**src/rtl/msie_pkg.sv**
```systemverilog
package msie_pkg;

    localparam int unsigned DATA_WORDS_DEF = 32;

    // Kind of word carried on the input channel.
    typedef enum logic [1:0] {
        OP_EXEC     = 2'd0,
        OP_LOAD_REG = 2'd1,
        OP_LOAD_MEM = 2'd2,
        OP_IDLE     = 2'd3
    } item_op_t;

    // Primary opcodes.
    localparam logic [5:0] OPC_RTYPE = 6'd0;
    localparam logic [5:0] OPC_J     = 6'd2;
    localparam logic [5:0] OPC_BEQ   = 6'd4;
    localparam logic [5:0] OPC_LW    = 6'd35;
    localparam logic [5:0] OPC_SW    = 6'd43;

    // Function codes of the register-register group.
    localparam logic [5:0] FN_ADD = 6'd32;
    localparam logic [5:0] FN_SUB = 6'd34;
    localparam logic [5:0] FN_AND = 6'd36;
    localparam logic [5:0] FN_OR  = 6'd37;
    localparam logic [5:0] FN_NOR = 6'd39;
    localparam logic [5:0] FN_SLT = 6'd42;

    // One register file write, also kept as the bypass of the last write.
    typedef struct packed {
        logic        en;
        logic [4:0]  idx;
        logic [31:0] data;
    } rf_wr_t;

endpackage

```
**src/rtl/msie_regfile.sv**
```systemverilog
module msie_regfile
    import msie_pkg::*;
(
    input  logic        clk,
    input  logic        rst_n,
    input  logic        rd_en,
    input  logic [4:0]  rd_addr_a,
    input  logic [4:0]  rd_addr_b,
    output logic [31:0] rd_data_a,
    output logic [31:0] rd_data_b,
    input  rf_wr_t      wr
);

    logic [31:0] mem [32];
    logic [31:0] valid_reg;
    logic [31:0] rd_a_reg;
    logic [31:0] rd_b_reg;
    logic        rd_a_ok_reg;
    logic        rd_b_ok_reg;

    // An entry that was never written reads as zero; register 0 is never written.
    always_ff @(posedge clk or negedge rst_n)
    begin
        if (!rst_n)
        begin
            valid_reg <= '0;
        end
        else if (wr.en)
        begin
            valid_reg[wr.idx] <= 1'b1;
        end
    end

    always_ff @(posedge clk)
    begin
        if (wr.en)
        begin
            mem[wr.idx] <= wr.data;
        end
    end

    always_ff @(posedge clk)
    begin
        if (rd_en)
        begin
            rd_a_reg    <= mem[rd_addr_a];
            rd_b_reg    <= mem[rd_addr_b];
            rd_a_ok_reg <= valid_reg[rd_addr_a];
            rd_b_ok_reg <= valid_reg[rd_addr_b];
        end
    end

    assign rd_data_a = rd_a_ok_reg ? rd_a_reg : '0;
    assign rd_data_b = rd_b_ok_reg ? rd_b_reg : '0;

endmodule

```
**src/rtl/msie_dmem.sv**
```systemverilog
module msie_dmem
    import msie_pkg::*;
#(
    parameter int unsigned DATA_WORDS = DATA_WORDS_DEF,
    localparam int unsigned AW = $clog2(DATA_WORDS)
)
(
    input  logic          clk,
    input  logic          rst_n,
    input  logic          rd_en,
    input  logic [AW-1:0] rd_addr,
    output logic [31:0]   rd_data,
    input  logic          wr_en,
    input  logic [AW-1:0] wr_addr,
    input  logic [31:0]   wr_data,
    output logic          busy
);

    localparam logic [AW-1:0] LAST_IDX = AW'(DATA_WORDS - 1);

    logic [31:0]   mem [DATA_WORDS];
    logic [31:0]   rd_data_reg;
    logic          clearing_reg;
    logic          clearing_next;
    logic [AW-1:0] clr_idx_reg;
    logic [AW-1:0] clr_idx_next;

    // After reset every word is zeroed, one per cycle.
    always_comb
    begin
        clearing_next = clearing_reg;
        clr_idx_next  = clr_idx_reg;
        if (clearing_reg)
        begin
            if (clr_idx_reg == LAST_IDX)
            begin
                clearing_next = 1'b0;
            end
            else
            begin
                clr_idx_next = clr_idx_reg + 1'b1;
            end
        end
    end

    always_ff @(posedge clk or negedge rst_n)
    begin
        if (!rst_n)
        begin
            clearing_reg <= 1'b1;
            clr_idx_reg  <= '0;
        end
        else
        begin
            clearing_reg <= clearing_next;
            clr_idx_reg  <= clr_idx_next;
        end
    end

    always_ff @(posedge clk)
    begin
        if (clearing_reg)
        begin
            mem[clr_idx_reg] <= '0;
        end
        else if (wr_en)
        begin
            mem[wr_addr] <= wr_data;
        end
    end

    always_ff @(posedge clk)
    begin
        if (rd_en)
        begin
            rd_data_reg <= mem[rd_addr];
        end
    end

    assign rd_data = rd_data_reg;
    assign busy    = clearing_reg;

endmodule

```
**src/rtl/msie_word_index.sv**
```systemverilog
module msie_word_index
    import msie_pkg::*;
#(
    parameter int unsigned DATA_WORDS = DATA_WORDS_DEF,
    localparam int unsigned AW = $clog2(DATA_WORDS)
)
(
    input  logic [29:0]   word_addr,
    output logic [AW-1:0] index
);

    typedef logic [3:0][255:0][AW-1:0] residue_tab_t;

    // Residue of each byte digit at each position, built at elaboration by
    // repeated addition so that no division is involved.
    function automatic residue_tab_t build_residues();
        residue_tab_t tab;
        int unsigned  weight;
        int unsigned  acc;
        int unsigned  nxt;
        tab    = '0;
        weight = 1;
        for (int pos = 0; pos < 4; pos++)
        begin
            acc = 0;
            for (int d = 0; d < 256; d++)
            begin
                tab[pos][d] = AW'(acc);
                acc = acc + weight;
                if (acc >= DATA_WORDS)
                begin
                    acc = acc - DATA_WORDS;
                end
            end
            nxt = 0;
            for (int k = 0; k < 256; k++)
            begin
                nxt = nxt + weight;
                if (nxt >= DATA_WORDS)
                begin
                    nxt = nxt - DATA_WORDS;
                end
            end
            weight = nxt;
        end
        return tab;
    endfunction

    if ((DATA_WORDS & (DATA_WORDS - 1)) == 0)
    begin : g_pow2
        assign index = word_addr[AW-1:0];
    end
    else
    begin : g_residue
        localparam residue_tab_t RES_TAB = build_residues();
        localparam logic [AW+1:0] ONE_D  = (AW+2)'(DATA_WORDS);
        localparam logic [AW+1:0] TWO_D  = (AW+2)'(2 * DATA_WORDS);

        logic [AW+1:0] sum;
        logic [AW+1:0] part;
        logic [AW+1:0] rem;

        // The four residues add to less than four times the depth.
        assign sum = (AW+2)'(RES_TAB[0][word_addr[7:0]])
                   + (AW+2)'(RES_TAB[1][word_addr[15:8]])
                   + (AW+2)'(RES_TAB[2][word_addr[23:16]])
                   + (AW+2)'(RES_TAB[3][{2'b00, word_addr[29:24]}]);
        assign part  = (sum >= TWO_D) ? sum - TWO_D : sum;
        assign rem   = (part >= ONE_D) ? part - ONE_D : part;
        assign index = rem[AW-1:0];
    end

endmodule

```
**src/rtl/mips_subset_instruction_executor.sv**
```systemverilog
// Executes a small MIPS subset (add, sub, and, or, nor, slt, lw, sw, beq, j)
// one word at a time, keeping the program counter, 32 registers and a
// word-addressed data memory of DATA_WORDS entries.
// Input channel: in_valid/in_ready with op, instruction, preload_index and
// preload_value. op selects execute, register preload, memory preload or idle.
// Output channel: out_valid/out_ready with one result word per input word.
// A word accepted is registered in the execute stage, then in the output stage.
// Throughput: one word per cycle unless out_ready is low or memory is cleared;
// register reads, operand bypass and the data memory port each finish in one
// stage.
// Reset: the program counter and registers read as zero at once; the data
// memory is swept to zero word by word, during which in_ready is low.
// When the receiver stalls, the result stays in the output register and the
// execute stage behind it holds; in_ready drops until out_ready returns.
module mips_subset_instruction_executor
    import msie_pkg::*;
#(
    parameter int unsigned DATA_WORDS = DATA_WORDS_DEF
)
(
    input  logic               clk,
    input  logic               rst_n,
    input  logic               in_valid,
    output logic               in_ready,
    input  logic [1:0]         op,
    input  logic [31:0]        instruction,
    input  logic [4:0]         preload_index,
    input  logic signed [31:0] preload_value,
    output logic               out_valid,
    input  logic               out_ready,
    output logic [31:0]        next_pc,
    output logic               reg_written,
    output logic [4:0]         reg_index,
    output logic signed [31:0] reg_value,
    output logic               mem_written,
    output logic [4:0]         mem_index,
    output logic signed [31:0] mem_value,
    output logic               branch_taken,
    output logic               program_end,
    output logic               unknown_instruction
);

    localparam int unsigned AW = $clog2(DATA_WORDS);

    logic        adv;
    logic        accept;
    logic        dm_busy;

    // Execute stage
    logic        s1_valid_reg;
    item_op_t    s1_op_reg;
    logic [31:0] s1_instr_reg;
    logic [4:0]  s1_pidx_reg;
    logic [31:0] s1_pval_reg;
    logic [31:0] pc_reg;

    // Output stage
    logic        s2_valid_reg;
    logic [31:0] s2_npc_reg;
    logic        s2_rw_reg;
    logic [4:0]  s2_ridx_reg;
    logic [31:0] s2_rval_reg;
    logic        s2_load_reg;
    logic        s2_mw_reg;
    logic [4:0]  s2_midx_reg;
    logic [31:0] s2_mval_reg;
    logic        s2_taken_reg;
    logic        s2_end_reg;
    logic        s2_unk_reg;

    rf_wr_t      pending_wr;
    rf_wr_t      rf_wr;
    rf_wr_t      last_wr_reg;

    logic [31:0] rf_a;
    logic [31:0] rf_b;
    logic [31:0] dm_rdata;
    logic [31:0] wb_value;

    logic [5:0]  opcode;
    logic [4:0]  rs;
    logic [4:0]  rt;
    logic [4:0]  rd;
    logic [5:0]  funct;
    logic [31:0] simm;
    logic [31:0] opa;
    logic [31:0] opb;
    logic [31:0] pc4;
    logic [31:0] eff_addr;
    logic [29:0] idx_src;
    logic [AW-1:0] dm_index;
    logic [AW+4:0] dm_index_wide;

    logic [31:0] s1_npc;
    logic        s1_rw;
    logic [4:0]  s1_ridx;
    logic [31:0] s1_rval;
    logic        s1_load;
    logic        s1_mw;
    logic [31:0] s1_mval;
    logic        s1_taken;
    logic        s1_end;
    logic        s1_unk;

    assign adv      = !s2_valid_reg || out_ready;
    assign in_ready = adv && !dm_busy;
    assign accept   = in_valid && in_ready;

    msie_regfile u_regfile (
        .clk       (clk),
        .rst_n     (rst_n),
        .rd_en     (adv),
        .rd_addr_a (instruction[25:21]),
        .rd_addr_b (instruction[20:16]),
        .rd_data_a (rf_a),
        .rd_data_b (rf_b),
        .wr        (rf_wr)
    );

    // ---------------- execute stage ----------------
    always_ff @(posedge clk or negedge rst_n)
    begin
        if (!rst_n)
        begin
            s1_valid_reg <= 1'b0;
        end
        else if (adv)
        begin
            s1_valid_reg <= accept;
        end
    end

    always_ff @(posedge clk)
    begin
        if (adv)
        begin
            s1_op_reg    <= item_op_t'(op);
            s1_instr_reg <= instruction;
            s1_pidx_reg  <= preload_index;
            s1_pval_reg  <= preload_value;
        end
    end

    assign opcode = s1_instr_reg[31:26];
    assign rs     = s1_instr_reg[25:21];
    assign rt     = s1_instr_reg[20:16];
    assign rd     = s1_instr_reg[15:11];
    assign funct  = s1_instr_reg[5:0];
    assign simm   = {{16{s1_instr_reg[15]}}, s1_instr_reg[15:0]};
    assign pc4    = pc_reg + 32'd4;

    // The word in the output stage has not reached the register file yet, and
    // the write made at the edge of the operand read was missed by that read.
    assign wb_value   = (s2_load_reg && s2_rw_reg) ? dm_rdata : s2_rval_reg;
    assign pending_wr = '{en: s2_valid_reg && s2_rw_reg, idx: s2_ridx_reg, data: wb_value};
    assign rf_wr      = '{en: pending_wr.en && adv, idx: pending_wr.idx, data: pending_wr.data};

    always_comb
    begin
        opa = rf_a;
        if (pending_wr.en && pending_wr.idx == rs)
        begin
            opa = pending_wr.data;
        end
        else if (last_wr_reg.en && last_wr_reg.idx == rs)
        begin
            opa = last_wr_reg.data;
        end
    end

    always_comb
    begin
        opb = rf_b;
        if (pending_wr.en && pending_wr.idx == rt)
        begin
            opb = pending_wr.data;
        end
        else if (last_wr_reg.en && last_wr_reg.idx == rt)
        begin
            opb = last_wr_reg.data;
        end
    end

    assign eff_addr = opa + simm;
    assign idx_src  = (s1_op_reg == OP_LOAD_MEM) ? {25'd0, s1_pidx_reg} : eff_addr[31:2];

    msie_word_index #(
        .DATA_WORDS (DATA_WORDS)
    ) u_word_index (
        .word_addr (idx_src),
        .index     (dm_index)
    );

    assign dm_index_wide = (AW+5)'(dm_index);

    always_comb
    begin
        s1_npc   = pc_reg;
        s1_rw    = 1'b0;
        s1_ridx  = '0;
        s1_rval  = '0;
        s1_load  = 1'b0;
        s1_mw    = 1'b0;
        s1_mval  = '0;
        s1_taken = 1'b0;
        s1_end   = 1'b0;
        s1_unk   = 1'b0;
        unique case (s1_op_reg)
            OP_LOAD_REG:
            begin
                if (s1_pidx_reg != 5'd0)
                begin
                    s1_rw   = 1'b1;
                    s1_ridx = s1_pidx_reg;
                    s1_rval = s1_pval_reg;
                end
            end
            OP_LOAD_MEM:
            begin
                s1_mw   = 1'b1;
                s1_mval = s1_pval_reg;
            end
            OP_EXEC:
            begin
                if (s1_instr_reg == 32'd0)
                begin
                    s1_end = 1'b1;
                end
                else
                begin
                    s1_npc = pc4;
                    case (opcode)
                        OPC_RTYPE:
                        begin
                            s1_rw   = (rd != 5'd0);
                            s1_ridx = (rd != 5'd0) ? rd : 5'd0;
                            case (funct)
                                FN_ADD: s1_rval = opa + opb;
                                FN_SUB: s1_rval = opa - opb;
                                FN_AND: s1_rval = opa & opb;
                                FN_OR:  s1_rval = opa | opb;
                                FN_NOR: s1_rval = ~(opa | opb);
                                FN_SLT: s1_rval = {31'd0, $signed(opa) < $signed(opb)};
                                default:
                                begin
                                    s1_rw   = 1'b0;
                                    s1_ridx = '0;
                                    s1_unk  = 1'b1;
                                end
                            endcase
                            if (!s1_rw)
                            begin
                                s1_rval = '0;
                            end
                        end
                        OPC_LW:
                        begin
                            s1_rw   = (rt != 5'd0);
                            s1_load = (rt != 5'd0);
                            s1_ridx = (rt != 5'd0) ? rt : 5'd0;
                        end
                        OPC_SW:
                        begin
                            s1_mw   = 1'b1;
                            s1_mval = opb;
                        end
                        OPC_BEQ:
                        begin
                            if (opa == opb)
                            begin
                                s1_taken = 1'b1;
                                s1_npc   = pc4 + {simm[29:0], 2'b00};
                            end
                        end
                        OPC_J:
                        begin
                            s1_taken = 1'b1;
                            s1_npc   = {pc4[31:28], s1_instr_reg[25:0], 2'b00};
                        end
                        default:
                        begin
                            s1_unk = 1'b1;
                        end
                    endcase
                end
            end
            OP_IDLE:
            begin
            end
        endcase
    end

    msie_dmem #(
        .DATA_WORDS (DATA_WORDS)
    ) u_dmem (
        .clk     (clk),
        .rst_n   (rst_n),
        .rd_en   (adv),
        .rd_addr (dm_index),
        .rd_data (dm_rdata),
        .wr_en   (adv && s1_valid_reg && s1_mw),
        .wr_addr (dm_index),
        .wr_data (s1_mval),
        .busy    (dm_busy)
    );

    always_ff @(posedge clk or negedge rst_n)
    begin
        if (!rst_n)
        begin
            pc_reg <= '0;
        end
        else if (adv && s1_valid_reg)
        begin
            pc_reg <= s1_npc;
        end
    end

    // ---------------- output stage ----------------
    always_ff @(posedge clk or negedge rst_n)
    begin
        if (!rst_n)
        begin
            s2_valid_reg <= 1'b0;
            last_wr_reg  <= '0;
        end
        else if (adv)
        begin
            s2_valid_reg <= s1_valid_reg;
            last_wr_reg  <= pending_wr;
        end
    end

    always_ff @(posedge clk)
    begin
        if (adv)
        begin
            s2_npc_reg   <= s1_npc;
            s2_rw_reg    <= s1_rw;
            s2_ridx_reg  <= s1_ridx;
            s2_rval_reg  <= s1_rval;
            s2_load_reg  <= s1_load;
            s2_mw_reg    <= s1_mw;
            s2_midx_reg  <= s1_mw ? dm_index_wide[4:0] : 5'd0;
            s2_mval_reg  <= s1_mval;
            s2_taken_reg <= s1_taken;
            s2_end_reg   <= s1_end;
            s2_unk_reg   <= s1_unk;
        end
    end

    assign out_valid           = s2_valid_reg;
    assign next_pc             = s2_npc_reg;
    assign reg_written         = s2_rw_reg;
    assign reg_index           = s2_ridx_reg;
    assign reg_value           = $signed(wb_value);
    assign mem_written         = s2_mw_reg;
    assign mem_index           = s2_midx_reg;
    assign mem_value           = $signed(s2_mval_reg);
    assign branch_taken        = s2_taken_reg;
    assign program_end         = s2_end_reg;
    assign unknown_instruction = s2_unk_reg;

    // ---------------- assertions ----------------
    a_no_accept_while_clearing: assert property (
        @(posedge clk) disable iff (!rst_n)
        dm_busy |-> !in_ready && !s1_valid_reg && !s2_valid_reg
    ) else $error("word taken while the data memory is being cleared");

    a_no_write_to_zero: assert property (
        @(posedge clk) disable iff (!rst_n)
        rf_wr.en |-> rf_wr.idx != 5'd0
    ) else $error("register 0 written");

    a_end_has_no_effect: assert property (
        @(posedge clk) disable iff (!rst_n)
        out_valid && program_end |->
            !reg_written && !mem_written && !branch_taken && !unknown_instruction
    ) else $error("program end word changed state");

    a_pc_held_by_preload: assert property (
        @(posedge clk) disable iff (!rst_n)
        adv && s1_valid_reg && s1_op_reg != OP_EXEC |=> pc_reg == $past(pc_reg)
    ) else $error("program counter moved on a non-execute word");

    a_single_store_kind: assert property (
        @(posedge clk) disable iff (!rst_n)
        out_valid |-> !(reg_written && mem_written)
    ) else $error("one word wrote both a register and memory");

endmodule

```
**config.mk**
```make
export PLATFORM = sky130hd
export DESIGN_NAME = mips_subset_instruction_executor
export DESIGN_NICKNAME = d
export VERILOG_FILES = /design/src/rtl/msie_pkg.sv /design/src/rtl/msie_regfile.sv /design/src/rtl/msie_dmem.sv /design/src/rtl/msie_word_index.sv /design/src/rtl/mips_subset_instruction_executor.sv
export SDC_FILE = /design/constraint.sdc
export NUM_CORES = 2
export LEC_CHECK = 0
export BUFFER_PORTS_ARGS = -buffer_cell sky130_fd_sc_hd__clkbuf_2
export CORE_ASPECT_RATIO = 1.1
export CORE_UTILIZATION = 50
export CTS_CLUSTER_SIZE = 14
export DETAILED_ROUTE_END_ITERATION = 7
export GPL_ROUTABILITY_DRIVEN = 0
export GPL_TIMING_DRIVEN = 0
export PLACE_DENSITY = 0.68
export SYNTH_ARGS = -nofsm -noshare
export SYNTH_HDL_FRONTEND = slang
export SYNTH_SLANG_ARGS = --single-unit
```
**constraint.sdc**
```tcl
create_clock -name clk -period 16.2 [get_ports clk]
set_input_delay 4.05 -clock clk [delete_from_list [all_inputs] [get_ports clk]]
set_output_delay 4.05 -clock clk [all_outputs]
set_load 0.01 [all_outputs]
```
* Word level (Yosys, flattened, before mapping)
Memory sizes are Yosys's and may differ from the RTL's. A register that Yosys moved wholly into a read port is not among the register bits.
Cells that the tools add are included.
** Storage, ports and cells
- Register bits :: 295
- Memories :: 2
- Input port bits :: 75
- Word-level logic and storage cells :: 153
- Memory bits (writable) :: 2048
- Output and inout bits :: 113
** Memories
- u_dmem.mem :: depth 32, bits a word 32, rd ports 1, clocked after Yosys merged registers in 1, write ports 1, RTL line msie_dmem.sv:21 : logic [31:0] mem [DATA_WORDS];
- u_regfile.mem :: depth 32, bits a word 32, rd ports 2, clocked after Yosys merged registers in 2, write ports 1, RTL line msie_regfile.sv:14 : logic [31:0] mem [32];
** Operators by class
- Muxes and demuxes :: 62
- Reductions and logical operators :: 27
- $lt $le $gt $ge :: 5
- Bitwise logic cells :: 7
- Equality and inequality tests :: 18
- Add/sub/neg operators :: 6
** Operator list (number)
- 2-to-1 mux 32 bit :: 17
- case mux 32 bit (2 select lines) :: 3
- case mux 32 bit (6 select lines) :: 1
- adder 32 bit :: 2
- bitwise OR 32 bit :: 2
- equality test 6 bit, second input constant :: 8
- 2-to-1 mux 5 bit :: 7
- adder 32 x 3 -> 32 bit, second input constant :: 1
- AND 32 bit :: 1
- equality test 32 bit :: 1
- logical NOT 32 bit :: 1
- < comparator 32 bit :: 1
- inverter 32 bit :: 1
- OR reduction 32 bit :: 1
- subtractor 32 bit :: 1
- 2-to-1 mux 1 bit :: 24
- equality test 5 bit :: 4
- case mux 5 bit (2 select lines) :: 2
- < comparator 5 x 6 -> 1 bit, second input constant :: 3
- nonzero test 5 bit :: 3
- logical AND 1 bit :: 12
- binary-select mux 1 bit (select 5 bit) :: 2
- case mux 1 bit (2 select lines) :: 5
- adder 7 bit :: 1
- other kinds (18) :: 21

* Depth between registers and ports, before layout
- Depth in word-level cells :: 11
- Depth in mapped cells :: 23
- Depth with buffers taken out :: 21

* Hierarchy
A second synthesis with hierarchy kept.
** Unflattened totals
- Cell total of the unflattened synthesis :: 8388
- Area, all modules :: 115180.5 sq um
** By module, submodules not included
- msie_regfile :: sequential area each 33532.2 sq um, area an instance 52823.2 sq um, times used 1, cells each 3664
- msie_dmem :: sequential area each 31861.8 sq um, area an instance 41374.7 sq um, times used 1, cells each 2335
- mips_subset_instruction_executor :: sequential area each 7297.0 sq um, area an instance 20945.1 sq um, times used 1, cells each 2384
- msie_word_index :: sequential area each 0.0 sq um, area an instance 37.5 sq um, times used 1, cells each 5

* Least setup slack after synthesis
Ideal clock, no wire load.
- Path kind :: input-to-output
- From :: in out_ready
- To :: out in_ready
- Data arrival time :: 12.805 ns
- Slack :: -0.655 ns
- Path buffers :: 2
- Cell stages on the path :: 4
- Required time :: 12.150 ns
- Cells stage by stage :: nand2b_1 > clkbuf_1 > buf_1 > nor2b_1
** On the way
- Cells in the longest elaborated chain, start to end :: 2
** RTL lines
- from (decl) :: RTL line mips_subset_instruction_executor.sv:30 : input logic out_ready,
- logical OR 1 bit :: RTL line mips_subset_instruction_executor.sv:105 : assign adv = !s2_valid_reg || out_ready;
- logical AND 1 bit :: RTL line mips_subset_instruction_executor.sv:106 : assign in_ready = adv && !dm_busy;
- to (decl) :: RTL line mips_subset_instruction_executor.sv:24 : output logic in_ready,
No other way between the ends.

* Worst setup path in the final report
Ends and elaborated chain as after synthesis.

==> results.toml <==
[status]
run_status = "finished with violations"
violations = "capacitance limit, slew limit"

[cts]
ctsHtreeMaxLevel = 4
cts_tree = "yes"
cts-resized-gates = 0
cts_setup_buffers = 0
cts.sinks = 2439
clock-root-buffer = "clkbuf_16"
clkTransAtPathRegs_ns = 0.06
clk_latency_ns = 0.91
cts_hold_buf = 0
cts_buffer_depth = 3
cts_inserted_buffers = 235

[setup_path]
path_cells = "clkbuf_2 > nand2b_1 > clkbuf_1 > buf_8 > buf_16 > nor2b_1 > clkbuf_2"
critical_path.max_fanout = 114
crit_slowest_cell = "buf_8"
path_buf_inv = 5
worstSetupStartpointType = "input pin"
criticalPathCategory = "input pin to output pin"
cpPeakStageDelay_ns = 0.61
cpMostUsedCell = "clkbuf_2"
timing.rr.end = "u_dmem.rd_data[7]$_DFFE_PN_"
required_ns = 12.15
end_kind = "output pin"
reg2reg_depth = 19
critical_path.top_delay_family = "buffers and inverters"
arrival_ns = 6.41
regToRegStartpoint = "reg_written$_DFFE_PN_"
r2r_slack_ns = 7.37
crit_start = "out_ready"

[routing]
wl_per_cell_um = 34.12
wl_um = 364700
first_pass_iters = 8
post-route-drc-count = 0
vias = 72420
drt-vias-per-instance = 6.775
ant_nets = 0
drt_iter0_drc = 10380

[pwr]
irDropWorstVdd_mv = 0.1284
powerDensity_nw_per_um2 = 130.3
leakage_nw = 43.36

[grt]
grt_use_total_pct = 32.01
grt_overflow = 0
grt_pass1_wl_um = 510800
grt_pass1_vias = 70790
antenna_found_initial = 36
grt_max_degree = 115

[synthesis]
synth_edf_count = 2329
synthArstFlopShare_pct = 4.510
yosys_register_bits = 2439
synthesis.area_um2 = 111500
ys.flop_type = "edfxtp_1"
ys_types = 81
yosysWarnings = 0
ys_seq_area_share_pct = 65.18
synthCells = 7049
syn_area_per_cell_um2 = 15.82
syn_nets = 7270

[min_path]
holdPathEnd = "pc_reg[31]$_DFFE_PN0P_"
min-delay-start = "pc_reg[31]$_DFFE_PN0P_"
hold_path_class = "register to register"
min_path_cells = 1

[layout]
area_delta_synth_final_pct = 12.93
utilization_pct = 56.87
seq_area_um2 = 72690
nets = 7781
multi_input_area_um2 = 36820
drive_gt1_share_pct = 22.39
nFillCells = 16870

[sta]
slew_viol_final = 4
fin_crit_sh_pct = 64.56
hold_viol = 0
fin_crit_ns = 10.46
max_slew_margin_pct = -13.93
final-setup-viol-count = 0
fmax_mhz = 95.61
timing.setup.tns_ns = 0
finClkSkew_ns = 0.08636
worst_pin_slew_ns = 1.693
rsz0062_at_grt = "false"

[floorplan]
dieArea_um2 = 225000
fp.dieW_um = 452.3
io_pins = 188
fp-row-count = 181
die_h_um = 497.3
initial_core_util_pct = 50.36
coreArea_um2 = 221500

[job]
drv_cap = 2

[placed_design]
numPortBuffers = 187
dp_hpwl_um = 253700
## cells by family after synthesis
| family | Yosys count | share of synthesized area [%] |
|---|---|---|
| XOR/XNOR | 106 | 0.8392 |
| adder cells (fa/ha/maj) | 146 | 1.658 |
| buffers and inverters | 640 | 2.392 |
| multiplexers | 1025 | 16.82 |
| AND/OR/NAND/NOR | 1344 | 5.724 |
| AO/OA/AOI/OAI | 1349 | 7.394 |
| flip-flops | 2439 | 65.18 |
## through the flow
stage	instance area (um^2)	cells	setup WS (ns)	power [mW]	hold WS (ns)
final	126000	10690	5.741	16.41	0.4903
after global routing	125900	10680	5.635	16.74	0.5043
after CTS	125900	10680	5.742	16.28	0.4909
after detailed placement	118400	10250	5.729	10.95	0.4765
after global placement	116100	10160	-2.903	10.88	0.4612
after floorplan	111500	7049	0.1649	9.463	0.4515
## synth_stat cells (109+ instances only)
| cell | instances | area [um^2] |
|---|---|---|
| a21oi_1 | 531 | 2658 |
| clkbuf_1 | 351 | 1318 |
| dfrtp_1 | 109 | 2728 |
| edfxtp_1 | 2329 | 69940 |
| ha_1 | 143 | 1789 |
| inv_1 | 114 | 427.9 |
| mux2_2 | 187 | 2106 |
| mux2i_1 | 177 | 1772 |
| mux4_2 | 660 | 14860 |
| nand2_1 | 576 | 2162 |
| nor2_1 | 266 | 998.5 |
| nor4_1 | 109 | 681.9 |
| o211ai_1 | 140 | 1051 |
| o21ai_0 | 284 | 1421 |
## layer usage
metal / wire length (um) / part of all wire, % / global-route usage (%) / vias up
li1: - / - / - / 29120
met1: 125000 / 34 / 39.80 / 36890
met2: 170700 / 47 / 50.41 / 5291
met3: 41950 / 12 / 7.794 / 1101
met4: 26930 / 7.4 / 20.16 / 18
met5: 115 / 0.032 / 0 / -
## worst max-delay path by stage
stage	end	slack [ns]	cells after the start
global placement	in_ready	-2.90	6
floorplan	in_ready	0.16	4
detailed placement	in_ready	5.73	7
CTS	in_ready	5.74	7
global route	in_ready	5.63	7
finish	in_ready	5.74	7
## worst reg2reg max path: stages, from the launching register on
cell	delay, ns
edfxtp_1	0.53
nand2_1	0.28
buf_1	0.71
mux2_2	0.88
nor2_1	0.11
a21oi_1	0.43
ha_1	0.22
o311a_1	0.18
o31ai_2	0.12
o21ai_1	0.29
a211oi_1	0.14
xnor2_1	1.02
o21ai_1	0.50
buf_2	0.45
clkbuf_1	0.34
o211ai_1	0.35
nor4_2	0.07
buf_4	0.19
a31oi_1	0.43
nor3b_1	1.15
## placed cells by master, fill, tap and decap left out, types with 30 or more instances in the layout
cell type	n
mux2i_1	176
clkinv_2	34
a21oi_1	528
and2_2	31
nor4_1	92
o2111ai_1	33
o22a_1	32
nor3_1	30
or2_2	40
clkinv_1	46
inv_1	114
a31oi_1	39
clkbuf_2	186
nor2_1	202
a21o_1	69
edfxtp_1	2329
mux2_2	187
nor2_4	65
xor2_1	34
dfrtp_1	109
o211ai_1	140
xnor2_1	71
nand3_1	71
buf_4	67
o22ai_1	34
buf_2	42
ha_1	143
o21ai_0	284
clkbuf_16	237
buf_1	78
and3_1	83
clkbuf_1	407
nand2_1	576
buf_12	53
mux4_2	660
## where the power goes
group | switching, mW | total [mW] | internal (mW)
clock | 2.44 | 5.43 | 2.99
sequential | 0.163 | 7.40 | 7.24
combinational | 2.52 | 3.58 | 1.06
## cell type report
type	count	share of cell area, %
inverters	115	0.3427
flip-flops and latches	2439	57.71
multi-input cells	3970	29.24
well taps	2928	2.909
clock inverters	121	0.9467
diodes	12	0.02384
plain buffers	525	1.784
clock buffers	306	5.018
repair buffers	274	2.028
(Power assumes the default switching activity.)
